**src/dq_pkg.sv**
```systemverilog
`default_nettype none

package dq_pkg;

    localparam int W_KIND   = 3;
    localparam int W_KEY    = 32;
    localparam int W_POS    = 8;
    localparam int W_MATCH  = 4;
    localparam int W_STATUS = 3;
    localparam int W_OCC    = 5;

    // operation codes
    localparam logic [W_KIND-1:0] KIND_PUSH_FRONT = 3'd0;
    localparam logic [W_KIND-1:0] KIND_PUSH_BACK  = 3'd1;
    localparam logic [W_KIND-1:0] KIND_POP_FRONT  = 3'd2;
    localparam logic [W_KIND-1:0] KIND_POP_BACK   = 3'd3;
    localparam logic [W_KIND-1:0] KIND_SEARCH     = 3'd4;
    localparam logic [W_KIND-1:0] KIND_REMOVE     = 3'd5;

    // status codes
    localparam logic [W_STATUS-1:0] ST_OK        = 3'd0;
    localparam logic [W_STATUS-1:0] ST_EMPTY     = 3'd1;
    localparam logic [W_STATUS-1:0] ST_FULL      = 3'd2;
    localparam logic [W_STATUS-1:0] ST_RANGE     = 3'd3;
    localparam logic [W_STATUS-1:0] ST_NOT_FOUND = 3'd4;

    typedef struct packed {
        logic [W_KIND-1:0]       kind;
        logic signed [W_KEY-1:0] key;
        logic [W_POS-1:0]        position;
    } t_item;

    typedef struct packed {
        logic signed [W_KEY-1:0] popped_key;
        logic [W_MATCH-1:0]      match_index;
        logic [W_STATUS-1:0]     status;
        logic [W_OCC-1:0]        occupancy;
    } t_result;

endpackage

`default_nettype wire

```
**src/dq_ram.sv**
```systemverilog
`default_nettype none

module dq_ram #(
    parameter int WIDTH = 32,
    parameter int DEPTH = 16
) (
    input  wire logic                     i_clk,
    input  wire logic                     i_we,
    input  wire logic [$clog2(DEPTH)-1:0] i_waddr,
    input  wire logic [WIDTH-1:0]         i_wdata,
    input  wire logic [$clog2(DEPTH)-1:0] i_raddr,
    output logic      [WIDTH-1:0]         o_rdata
);

    logic [WIDTH-1:0] r_mem [DEPTH];

    always_ff @(posedge i_clk) begin
        if (i_we) begin
            r_mem[i_waddr] <= i_wdata;
        end
        o_rdata <= r_mem[i_raddr];
    end

endmodule

`default_nettype wire

```
**src/dq_slot.sv**
```systemverilog
`default_nettype none

// Circular slot arithmetic: (base + offset) mod DEPTH, offset at most DEPTH.
module dq_slot #(
    parameter int DEPTH = 16
) (
    input  wire logic [$clog2(DEPTH)-1:0]   i_base,
    input  wire logic [$clog2(DEPTH+1)-1:0] i_off,
    output logic      [$clog2(DEPTH)-1:0]   o_slot
);

    localparam int W_SLOT = $clog2(DEPTH);
    localparam int W_CNT  = $clog2(DEPTH + 1);
    localparam int W_SUM  = W_CNT + 1;

    logic [W_SUM-1:0] w_sum;
    logic [W_SUM-1:0] w_wrap;

    // sum stays below twice DEPTH, so one compare and subtract wraps it
    assign w_sum  = W_SUM'(i_base) + W_SUM'(i_off);
    assign w_wrap = (w_sum >= W_SUM'(DEPTH)) ? (w_sum - W_SUM'(DEPTH)) : w_sum;
    assign o_slot = w_wrap[W_SLOT-1:0];

endmodule

`default_nettype wire

```
**src/bounded_deque_search_remove.sv**
```systemverilog
// Each accepted beat is dispatched in S_DISP: push then writes in S_WRITE; pop reads via
// S_FETCH and S_TAKE; search goes S_FETCH then S_SCAN (1 to DEPTH entries compared); remove
// goes S_FETCH, S_TAKE, then S_MOVE shifts any later entries down; early-out status (full,
// empty, range, unused kind, empty search) comes from S_DISP. One read port walks one entry
// a cycle. busy drops in the strobe cycle, so the next beat follows with no gap; the receiver cannot stall.
// Synchronous active-low reset empties the queue; the entry store itself is not cleared.
`default_nettype none

module bounded_deque_search_remove #(
    parameter int DEPTH = 16
) (
    input  wire logic            i_clk,
    input  wire logic            i_rst_n,
    input  wire logic            start,
    input  wire dq_pkg::t_item   i_item,
    output logic                 busy,
    output logic                 o_done,
    output dq_pkg::t_result      o_result
);

    import dq_pkg::*;

    localparam int W_SLOT = $clog2(DEPTH);
    localparam int W_CNT  = $clog2(DEPTH + 1);
    localparam int W_CMP  = (W_CNT > W_POS) ? W_CNT : W_POS;

    // sequencer states
    localparam logic [2:0] S_IDLE  = 3'd0;
    localparam logic [2:0] S_DISP  = 3'd1;
    localparam logic [2:0] S_WRITE = 3'd2;
    localparam logic [2:0] S_FETCH = 3'd3;
    localparam logic [2:0] S_TAKE  = 3'd4;
    localparam logic [2:0] S_SCAN  = 3'd5;
    localparam logic [2:0] S_MOVE  = 3'd6;

    logic [2:0]        r_state,  n_state;
    t_item             r_item;
    logic [W_SLOT-1:0] r_front,  n_front;
    logic [W_CNT-1:0]  r_count,  n_count;
    logic [W_SLOT-1:0] r_addr,   n_addr;
    logic [W_SLOT-1:0] r_wslot,  n_wslot;
    logic [W_CNT-1:0]  r_idx,    n_idx;
    logic              r_done,   n_done;
    t_result           r_res,    n_res;

    logic [W_CNT-1:0]  w_off0;
    logic [W_SLOT-1:0] w_slot;
    logic              w_we;
    logic [W_SLOT-1:0] w_waddr;
    logic [W_KEY-1:0]  w_wdata;
    logic [W_KEY-1:0]  w_rdata;

    function automatic logic [W_SLOT-1:0] f_inc(input logic [W_SLOT-1:0] s);
        return (s == W_SLOT'(DEPTH - 1)) ? '0 : s + W_SLOT'(1);
    endfunction

    // starting offset from the front for each operation
    always_comb begin
        unique case (r_item.kind)
            KIND_PUSH_FRONT: w_off0 = W_CNT'(DEPTH - 1);
            KIND_PUSH_BACK:  w_off0 = r_count;
            KIND_POP_BACK:   w_off0 = r_count - W_CNT'(1);
            KIND_REMOVE:     w_off0 = W_CNT'(r_item.position);
            default:         w_off0 = '0;
        endcase
    end

    dq_slot #(
        .DEPTH (DEPTH)
    ) u_slot (
        .i_base (r_front),
        .i_off  (w_off0),
        .o_slot (w_slot)
    );

    dq_ram #(
        .WIDTH (W_KEY),
        .DEPTH (DEPTH)
    ) u_store (
        .i_clk   (i_clk),
        .i_we    (w_we),
        .i_waddr (w_waddr),
        .i_wdata (w_wdata),
        .i_raddr (r_addr),
        .o_rdata (w_rdata)
    );

    always_comb begin
        n_state = r_state;
        n_front = r_front;
        n_count = r_count;
        n_addr  = r_addr;
        n_wslot = r_wslot;
        n_idx   = r_idx;
        n_done  = 1'b0;
        n_res   = r_res;
        w_we    = 1'b0;
        w_waddr = r_addr;
        w_wdata = r_item.key;

        unique case (r_state)
            S_IDLE: begin
                if (start) begin
                    n_state = S_DISP;
                end
            end

            S_DISP: begin
                n_addr = w_slot;
                n_idx  = w_off0;
                n_res  = '0;
                unique case (r_item.kind) inside
                    KIND_PUSH_FRONT, KIND_PUSH_BACK: begin
                        if (r_count == W_CNT'(DEPTH)) begin
                            n_res.status = ST_FULL;
                            n_done       = 1'b1;
                        end else begin
                            n_state = S_WRITE;
                        end
                    end
                    KIND_POP_FRONT, KIND_POP_BACK: begin
                        if (r_count == '0) begin
                            n_res.status = ST_EMPTY;
                            n_done       = 1'b1;
                        end else begin
                            n_state = S_FETCH;
                        end
                    end
                    KIND_SEARCH: begin
                        if (r_count == '0) begin
                            n_res.status = ST_NOT_FOUND;
                            n_done       = 1'b1;
                        end else begin
                            n_state = S_FETCH;
                        end
                    end
                    KIND_REMOVE: begin
                        if (W_CMP'(r_item.position) >= W_CMP'(r_count)) begin
                            n_res.status = ST_RANGE;
                            n_done       = 1'b1;
                        end else begin
                            n_state = S_FETCH;
                        end
                    end
                    default: begin
                        // unused kind: report occupancy only
                        n_done = 1'b1;
                    end
                endcase
            end

            S_WRITE: begin
                w_we    = 1'b1;
                w_waddr = r_addr;
                w_wdata = r_item.key;
                if (r_item.kind == KIND_PUSH_FRONT) begin
                    n_front = r_addr;
                end
                n_count = r_count + W_CNT'(1);
                n_done  = 1'b1;
            end

            S_FETCH: begin
                // read of the first entry is in flight; hold its slot, advance the reader
                n_wslot = r_addr;
                n_addr  = f_inc(r_addr);
                n_state = (r_item.kind == KIND_SEARCH) ? S_SCAN : S_TAKE;
            end

            S_TAKE: begin
                n_res.popped_key = w_rdata;
                if (r_item.kind == KIND_POP_FRONT) begin
                    n_front = f_inc(r_front);
                    n_count = r_count - W_CNT'(1);
                    n_done  = 1'b1;
                end else if (r_item.kind == KIND_POP_BACK) begin
                    n_count = r_count - W_CNT'(1);
                    n_done  = 1'b1;
                end else begin
                    n_addr = f_inc(r_addr);
                    if (r_idx + W_CNT'(1) >= r_count) begin
                        n_count = r_count - W_CNT'(1);
                        n_done  = 1'b1;
                    end else begin
                        n_state = S_MOVE;
                    end
                end
            end

            S_MOVE: begin
                // close the gap: entry idx+1 drops into slot of idx
                w_we    = 1'b1;
                w_waddr = r_wslot;
                w_wdata = w_rdata;
                n_wslot = f_inc(r_wslot);
                n_addr  = f_inc(r_addr);
                n_idx   = r_idx + W_CNT'(1);
                if (r_idx + W_CNT'(2) >= r_count) begin
                    n_count = r_count - W_CNT'(1);
                    n_done  = 1'b1;
                end
            end

            S_SCAN: begin
                if (w_rdata == r_item.key) begin
                    n_res.match_index = W_MATCH'(r_idx);
                    n_res.status      = ST_OK;
                    n_done            = 1'b1;
                end else if (r_idx + W_CNT'(1) >= r_count) begin
                    n_res.status = ST_NOT_FOUND;
                    n_done       = 1'b1;
                end else begin
                    n_idx  = r_idx + W_CNT'(1);
                    n_addr = f_inc(r_addr);
                end
            end

            default: begin
                n_state = S_IDLE;
            end
        endcase

        if (n_done) begin
            n_state         = S_IDLE;
            n_res.occupancy = W_OCC'(n_count);
        end
    end

    always_ff @(posedge i_clk) begin
        if (!i_rst_n) begin
            r_state <= S_IDLE;
            r_front <= '0;
            r_count <= '0;
            r_done  <= 1'b0;
        end else begin
            r_state <= n_state;
            r_front <= n_front;
            r_count <= n_count;
            r_done  <= n_done;
        end
    end

    // payload registers: no reset
    always_ff @(posedge i_clk) begin
        if (r_state == S_IDLE && start) begin
            r_item <= i_item;
        end
        r_addr  <= n_addr;
        r_wslot <= n_wslot;
        r_idx   <= n_idx;
        r_res   <= n_res;
    end

    assign busy     = (r_state != S_IDLE);
    assign o_done   = r_done;
    assign o_result = r_res;

`ifndef SYNTHESIS
    a_count_bound: assert property (@(posedge i_clk) disable iff (!i_rst_n)
        r_count <= W_CNT'(DEPTH))
        else $error("entry count beyond depth");

    a_done_idle: assert property (@(posedge i_clk) disable iff (!i_rst_n)
        o_done |-> !busy)
        else $error("result strobe while sequencer still busy");

    a_accept_busy: assert property (@(posedge i_clk) disable iff (!i_rst_n)
        (start && !busy) |=> busy)
        else $error("accepted beat did not start the sequencer");

    a_single_strobe: assert property (@(posedge i_clk) disable iff (!i_rst_n)
        o_done |=> !o_done)
        else $error("result strobe repeated");
`endif

endmodule

`default_nettype wire
```
**config.mk**
```make
export PLATFORM = sky130hd
export DESIGN_NAME = bounded_deque_search_remove
export DESIGN_NICKNAME = d
export VERILOG_FILES = /design/src/dq_pkg.sv /design/src/dq_ram.sv /design/src/dq_slot.sv /design/src/bounded_deque_search_remove.sv
export SDC_FILE = /design/constraint.sdc
export NUM_CORES = 1
export LEC_CHECK = 0
export ABC_CLOCK_PERIOD_IN_PS = 6500
export BUFFER_PORTS_ARGS = -buffer_cell sky130_fd_sc_hd__buf_2
export CAP_MARGIN = 5
export CORE_MARGIN = 2
export CORE_UTILIZATION = 30
export CTS_CLUSTER_DIAMETER = 150
export DETAILED_ROUTE_END_ITERATION = 8
export PLACE_DENSITY = 0.54
export SYNTH_ARGS = -nofsm -noshare
export SYNTH_HDL_FRONTEND = slang
export SYNTH_SLANG_ARGS = --single-unit
```
**constraint.sdc**
```tcl
create_clock -name i_clk -period 6.5 [get_ports i_clk]
set_clock_uncertainty 0.2 [all_clocks]
set_input_delay 0.975 -clock i_clk [delete_from_list [all_inputs] [get_ports i_clk]]
set_output_delay 0.975 -clock i_clk [all_outputs]
set_load 0.01 [all_outputs]
```
### After elaboration in Yosys (flattened, before gate mapping)

Memory sizes are Yosys's and may differ from the RTL's. A register that Yosys moved wholly into a read port is not among the register bits.
Index checks and enable logic that the tools add are counted.

| operators by class | value |
|---|---|
| add/subtract/negate cells | 9 |
| bitwise operators | 2 |
| order comparisons | 4 |
| multiplexer cells | 59 |
| equal/unequal tests | 30 |
| reduce and logical (&&, ||, !) cells | 25 |

Operators by type and width:

| cell | count |
|---|---|
| $pmux W32 S2 | 1 |
| $mux W4 | 12 |
| $mux W5 | 8 |
| $eq A32 B32 Y1 | 1 |
| $mux W32 | 1 |
| $mux W3 | 10 |
| $pmux W5 S3 | 2 |
| $pmux W5 S4 | 1 |
| $ne A2 B2 Y1 const B | 9 |
| $pmux W4 S2 | 2 |
| $pmux W4 S4 | 1 |
| $eq A3 B3 Y1 const B | 5 |
| $pmux W3 S5 | 1 |
| $pmux W7 S2 | 1 |
| $mux W1 | 13 |
| $add A4 B1 Y4 const B | 3 |
| $eq A3 B2 Y1 const B | 4 |
| $eq A4 B4 Y1 const B | 3 |
| $ne A3 B3 Y1 const B | 4 |
| $pmux W3 S4 | 1 |
| $add A5 B1 Y5 const B | 2 |
| $ge A5 B5 Y1 | 2 |
| $reduce_bool A2 Y1 | 5 |
| $reduce_or A2 Y1 | 5 |
| other kinds (24) | 32 |

| word-level totals | value |
|---|---|
| register bits | 113 |
| memories | 1 |
| input bits | 46 |
| output and inout port bits | 46 |
| RAM bits | 512 |

Memories:

| memory | depth | width | read ports | clocked after memory_dff | wr ports | line | RTL |
|---|---|---|---|---|---|---|---|
| u_store.r_mem | 16 | 32 | 1 | 1 | 1 | dq_ram.sv:15 | `logic [WIDTH-1:0] r_mem [DEPTH];` |

### Depth between registers and ports, before layout

| depth | value |
|---|---|
| depth in word-level cells | 7 |
| depth in mapped cells | 12 |
| mapped depth without buffers | 11 |

### Hierarchy

Synthesis repeated with hierarchy kept, for this count alone.

| unflattened totals | value |
|---|---|
| cell total of the unflattened synthesis | 1420 |
| area total of the unflattened synthesis | 25963.7 um^2 |

By module, submodules not included:

| module | instances | sequential area each (um^2) | area an instance (um^2) | cells an instance |
|---|---|---|---|---|
| dq_ram | 1 | 16015.4 | 19835.3 | 838 |
| bounded_deque_search_remove | 1 | 3263.1 | 6028.3 | 573 |
| dq_slot | 1 | 0.0 | 100.1 | 9 |

### Worst setup path after synthesis

No wires, ideal clock.

| timing | value |
|---|---|
| kind | flip-flop to flip-flop |
| start | reg r_addr[3] |
| end | mem u_store.r_mem[6][0] (enable) |
| setup time | 421 ps |
| setup slack | 3070 ps |
| arrival | 2809 ps |
| cell stages (with the launch flop) | 6 |
| cell sequence | edfxtp_1 clkbuf_1 inv_2 buf_1 a31oi_1 nor2_1 |

| between the ends | value |
|---|---|
| cells in the longest elaborated chain, start to end | 1 |

Ends and longest elaborated chain:

| item | line | RTL |
|---|---|---|
| start: declaration | bounded_deque_search_remove.sv:40 | `logic [W_SLOT-1:0] r_addr, n_addr;` |
| start signal: assignment | bounded_deque_search_remove.sv:248 | `r_addr <= n_addr;` |
| $mux W4 | bounded_deque_search_remove.sv:101 | `unique case (r_state)` |
| end: declaration | dq_ram.sv:15 |  |

Every way passes these cells.

### Worst setup path after layout

| timing | value |
|---|---|
| start | reg r_state[1] |
| end | mem u_store.r_mem[10][18] (enable) |

| between the ends | value |
|---|---|
| cells in the longest elaborated chain, start to end | 5 |
| elaborated cells between the ends (all ways) | 7 |

Ends and longest elaborated chain:

| item | line | RTL |
|---|---|---|
| start: declaration | bounded_deque_search_remove.sv:36 | `logic [2:0] r_state, n_state;` |
| start signal: assignment | bounded_deque_search_remove.sv:236 | `r_state <= n_state;` |
| $eq A3 B3 Y1 or $eq A3 B2 Y1 (tied branches) | bounded_deque_search_remove.sv:101 |  |
| $reduce_or A2 Y1 (no source line) | -- |  |
| $mux W1 | bounded_deque_search_remove.sv:101 |  |
| $mux W1 | dq_ram.sv:18 | `if (i_we) begin` |
| $mux W1 (implied by the code) | dq_ram.sv:19 | `r_mem[i_waddr] <= i_wdata;` |

Parallel ways exist; a longest one is shown, timed or not.

==> reports/metrics.cfg <==
[run_status]
outcome = complete, no violations

[power_and_ir_drop]
p_comb_share_pct = 22.0
internal_power_mw = 8.77
switching_share_pct = 28.6
powerDensity_mw_per_mm2 = 402
clkPwrFrac_pct = 33.6
switchingPower_mw = 3.51
leakage_nw = 9.79
power_frac_seq_pct = 44.4
vdd_drop_max_mv = 0.266

[worst_setup_path]
r2r_start = r_state[1]
crit_path_max_incr_delay_ns = 0.72
critical_path_arrival_ns = 4.23
critical_path.top_delay_family = simple AND/OR/NAND/NOR gates
crit_buf_inv = 1
cp-start-kind = flop
critical-path-slowest-cell = nor2_4
cp_max_fo = 29
required_ns = 6.59
r2r_end = u_store.r_mem[10][18]
crit_path_end_kind = flop
crit_type = reg -> reg
regToRegSetupSlack_ns = 2.36
rr_worst_depth = 6
crit_chain = nor2b_1, nand2_2, nor3b_1, a31oi_1, nor2_4, buf_4

[yosys]
ys_ff_latch = 657
synthesis.nets = 1364
syn-cell-area_mm2 = 0.0261
synth_flop_cell = edfxtp_1
yosysTopAreaCellShare_pct = 70.3
yosysTopAreaCell = edfxtp_1
yosys-top-cells-area = edfxtp_1 (70%), mux4_2 (14%), dfxtp_1 (3.4%)
yosysWarnings = 0
ys_seq_area_share_pct = 73.8
synth_cells = 1292
synth_cell_types = 67
syn-mean-instance-area_um2 = 20.2
synth_edf_count = 612
async_reset_ff_share_pct = 0

[sta]
slew_headroom_pct = 32.6
fin_crit_sh_pct = 63.7
max_freq_mhz = 242
final_max_slew_viol_count = 0
period_needed_ns = 4.14
fin_setup_tns_ns = 0
rsz0062_at_grt = no
timing.final.hold_violations = 0
tightest_slew_ns = 1.01
setup_viol = 0

[final_layout]
instances_no_fill = 2640
final_common_cell = edfxtp_1
fillCellCount = 8161
fin_area_mm2 = 0.0305
fin_nets = 1497
drive_above_1_share_pct = 31.0
syn_to_final_growth_pct = 16.8
diodes = 0
final_cell_mix = edfxtp_1 (612), mux4_2 (160), buf_2 (91)

[place]
finalWeightedCongestion = 0.809
port_buffers = 91
dp_hpwl_um = 36900
placed_cells = 2504
place_area_mm2 = 0.0281

[routing]
first_pass_iters = 5
totalWireLength_um = 59900
num_vias = 12670
drc = 0
drtIter0Drc = 944
avgRoutedWirePerCell_um = 22.7
ant_nets = 0
via_per_inst = 4.80

[clocking]
post-cts-setup-buffers = 0
hold_buffers = 0
clock-root-buffer = clkbuf_16
cts_resized = 0
numCtsBuffers = 74
clkTransAtPathRegs_ns = 0.06
clock_path_buffers = 3
h-tree-depth = 3
cts_tree = built
clock_latency_ns = 0.61
cts.sinks = 657

[grt]
grt_antenna_before_repair = 2
overflow = 0
grt_usage_pct = 13.4
grt_pass1_vias = 13325
grt_max_degree = 137
grt_first_pass_wirelength_um = 89400

[worst_hold_path]
hold_path_depth = 1
worstHoldStart = i_item[21]
hold_path.class = in -> reg
hold_end = r_item[21]

[floorplan]
start_util_pct = 30.2
coreArea_mm2 = 0.0865
fp.dieW_um = 299
rows = 108
die_area_mm2 = 0.0895
pin_count = 92
die_h_um = 299

[flow_run]
drv_cap = 0

[power groups by stage]
stage                     sequential (mW)  clock, mW  combinational, mW
after floorplan                      5.47          0               1.85
after global placement               5.54          0               2.76
after detailed placement             5.54          0               2.78
after CTS                            5.46       4.24               2.79
after global routing                 5.50       4.40               2.93
final                                5.45       4.12               2.70
[routing by layer]
layer  part of all wire [%]  GRT usage [%]
met5                      0              0
met4                    2.4           3.92
met3                    5.2           2.55
met2                     47           21.1
met1                     45           19.0
[registers in the layout, summed over array words and instances, names as in the netlist]
signal and flops:
o_done 1, o_result 44, r_addr 4, r_count 5
r_front 4, r_idx 5, r_item 43, r_state 3
r_wslot 4, u_store.o_rdata 32, u_store.r_mem 512
[worst reg2reg max path, cell delays in order (launching register included)]
cell and delay (ns):
dfxtp_1 0.56, nor2b_1 0.64, nand2_2 0.70, nor3b_1 0.41, a31oi_1 0.21, nor2_4 0.72
buf_4 0.39
[final cells by class]
class                   count  area [um2]  area share, %
clock buffers              95        2020           6.63
inverters                  21        78.8          0.258
repair buffers            118         683           2.24
well taps                1155        1450           4.73
multi-input cells         553        6610           21.6
clock inverters            41         422           1.38
flip-flops and latches    657       19300           63.1
[worst max path at each step]
stage	start	endpoint	slack, ns	cells after the start
floorplan	r_addr[3]	u_store.r_mem[6][0]	3.07	5
global placement	r_state[1]	u_store.r_mem[10][10]	2.34	6
detailed placement	r_state[1]	u_store.r_mem[10][10]	2.24	6
CTS	r_state[1]	u_store.r_mem[10][18]	2.27	6
global route	r_state[1]	u_store.r_mem[10][10]	2.02	6
finish	r_state[1]	u_store.r_mem[10][18]	2.36	6
[cells in the mapped netlist (all sizes together), types with 11 or more instances]
cell and count:
edfxtp 612, clkbuf 31, a21oi 22, ha 25, xnor2 40, nand2 35
dfxtp 45, mux2 35, o21ai 25, nor2 46, buf 30, nor3 11
mux4 160, inv 21, a31oi 12, and2 36
[logic make-up (layout without fill, tap and decap cells)]
logic type | Yosys count | in the layout | share of synthesized area [%]
buf+inv | 82 | 275 | 1.46
flops | 657 | 657 | 73.8
simple gates | 182 | 182 | 3.80
xor+xnor | 47 | 47 | 1.58
mux | 197 | 197 | 15.4
compound gates | 101 | 101 | 2.76
fa+ha+maj | 26 | 26 | 1.27
[metrics by stage]
stage	util [%]	hold WS (ns)	total power [mW]	worst slack, ns
6_report	35.3	0.334	12.3	2.36
5_1_grt	35.3	0.296	12.8	2.02
4_1_cts	35.3	0.297	12.5	2.27
3_5_place_dp	32.5	0.362	8.32	2.24
3_3_place_gp	32.5	0.349	8.29	2.34
2_1_floorplan	-	0.320	7.33	3.07
Power figures use the tool's default switching activity.
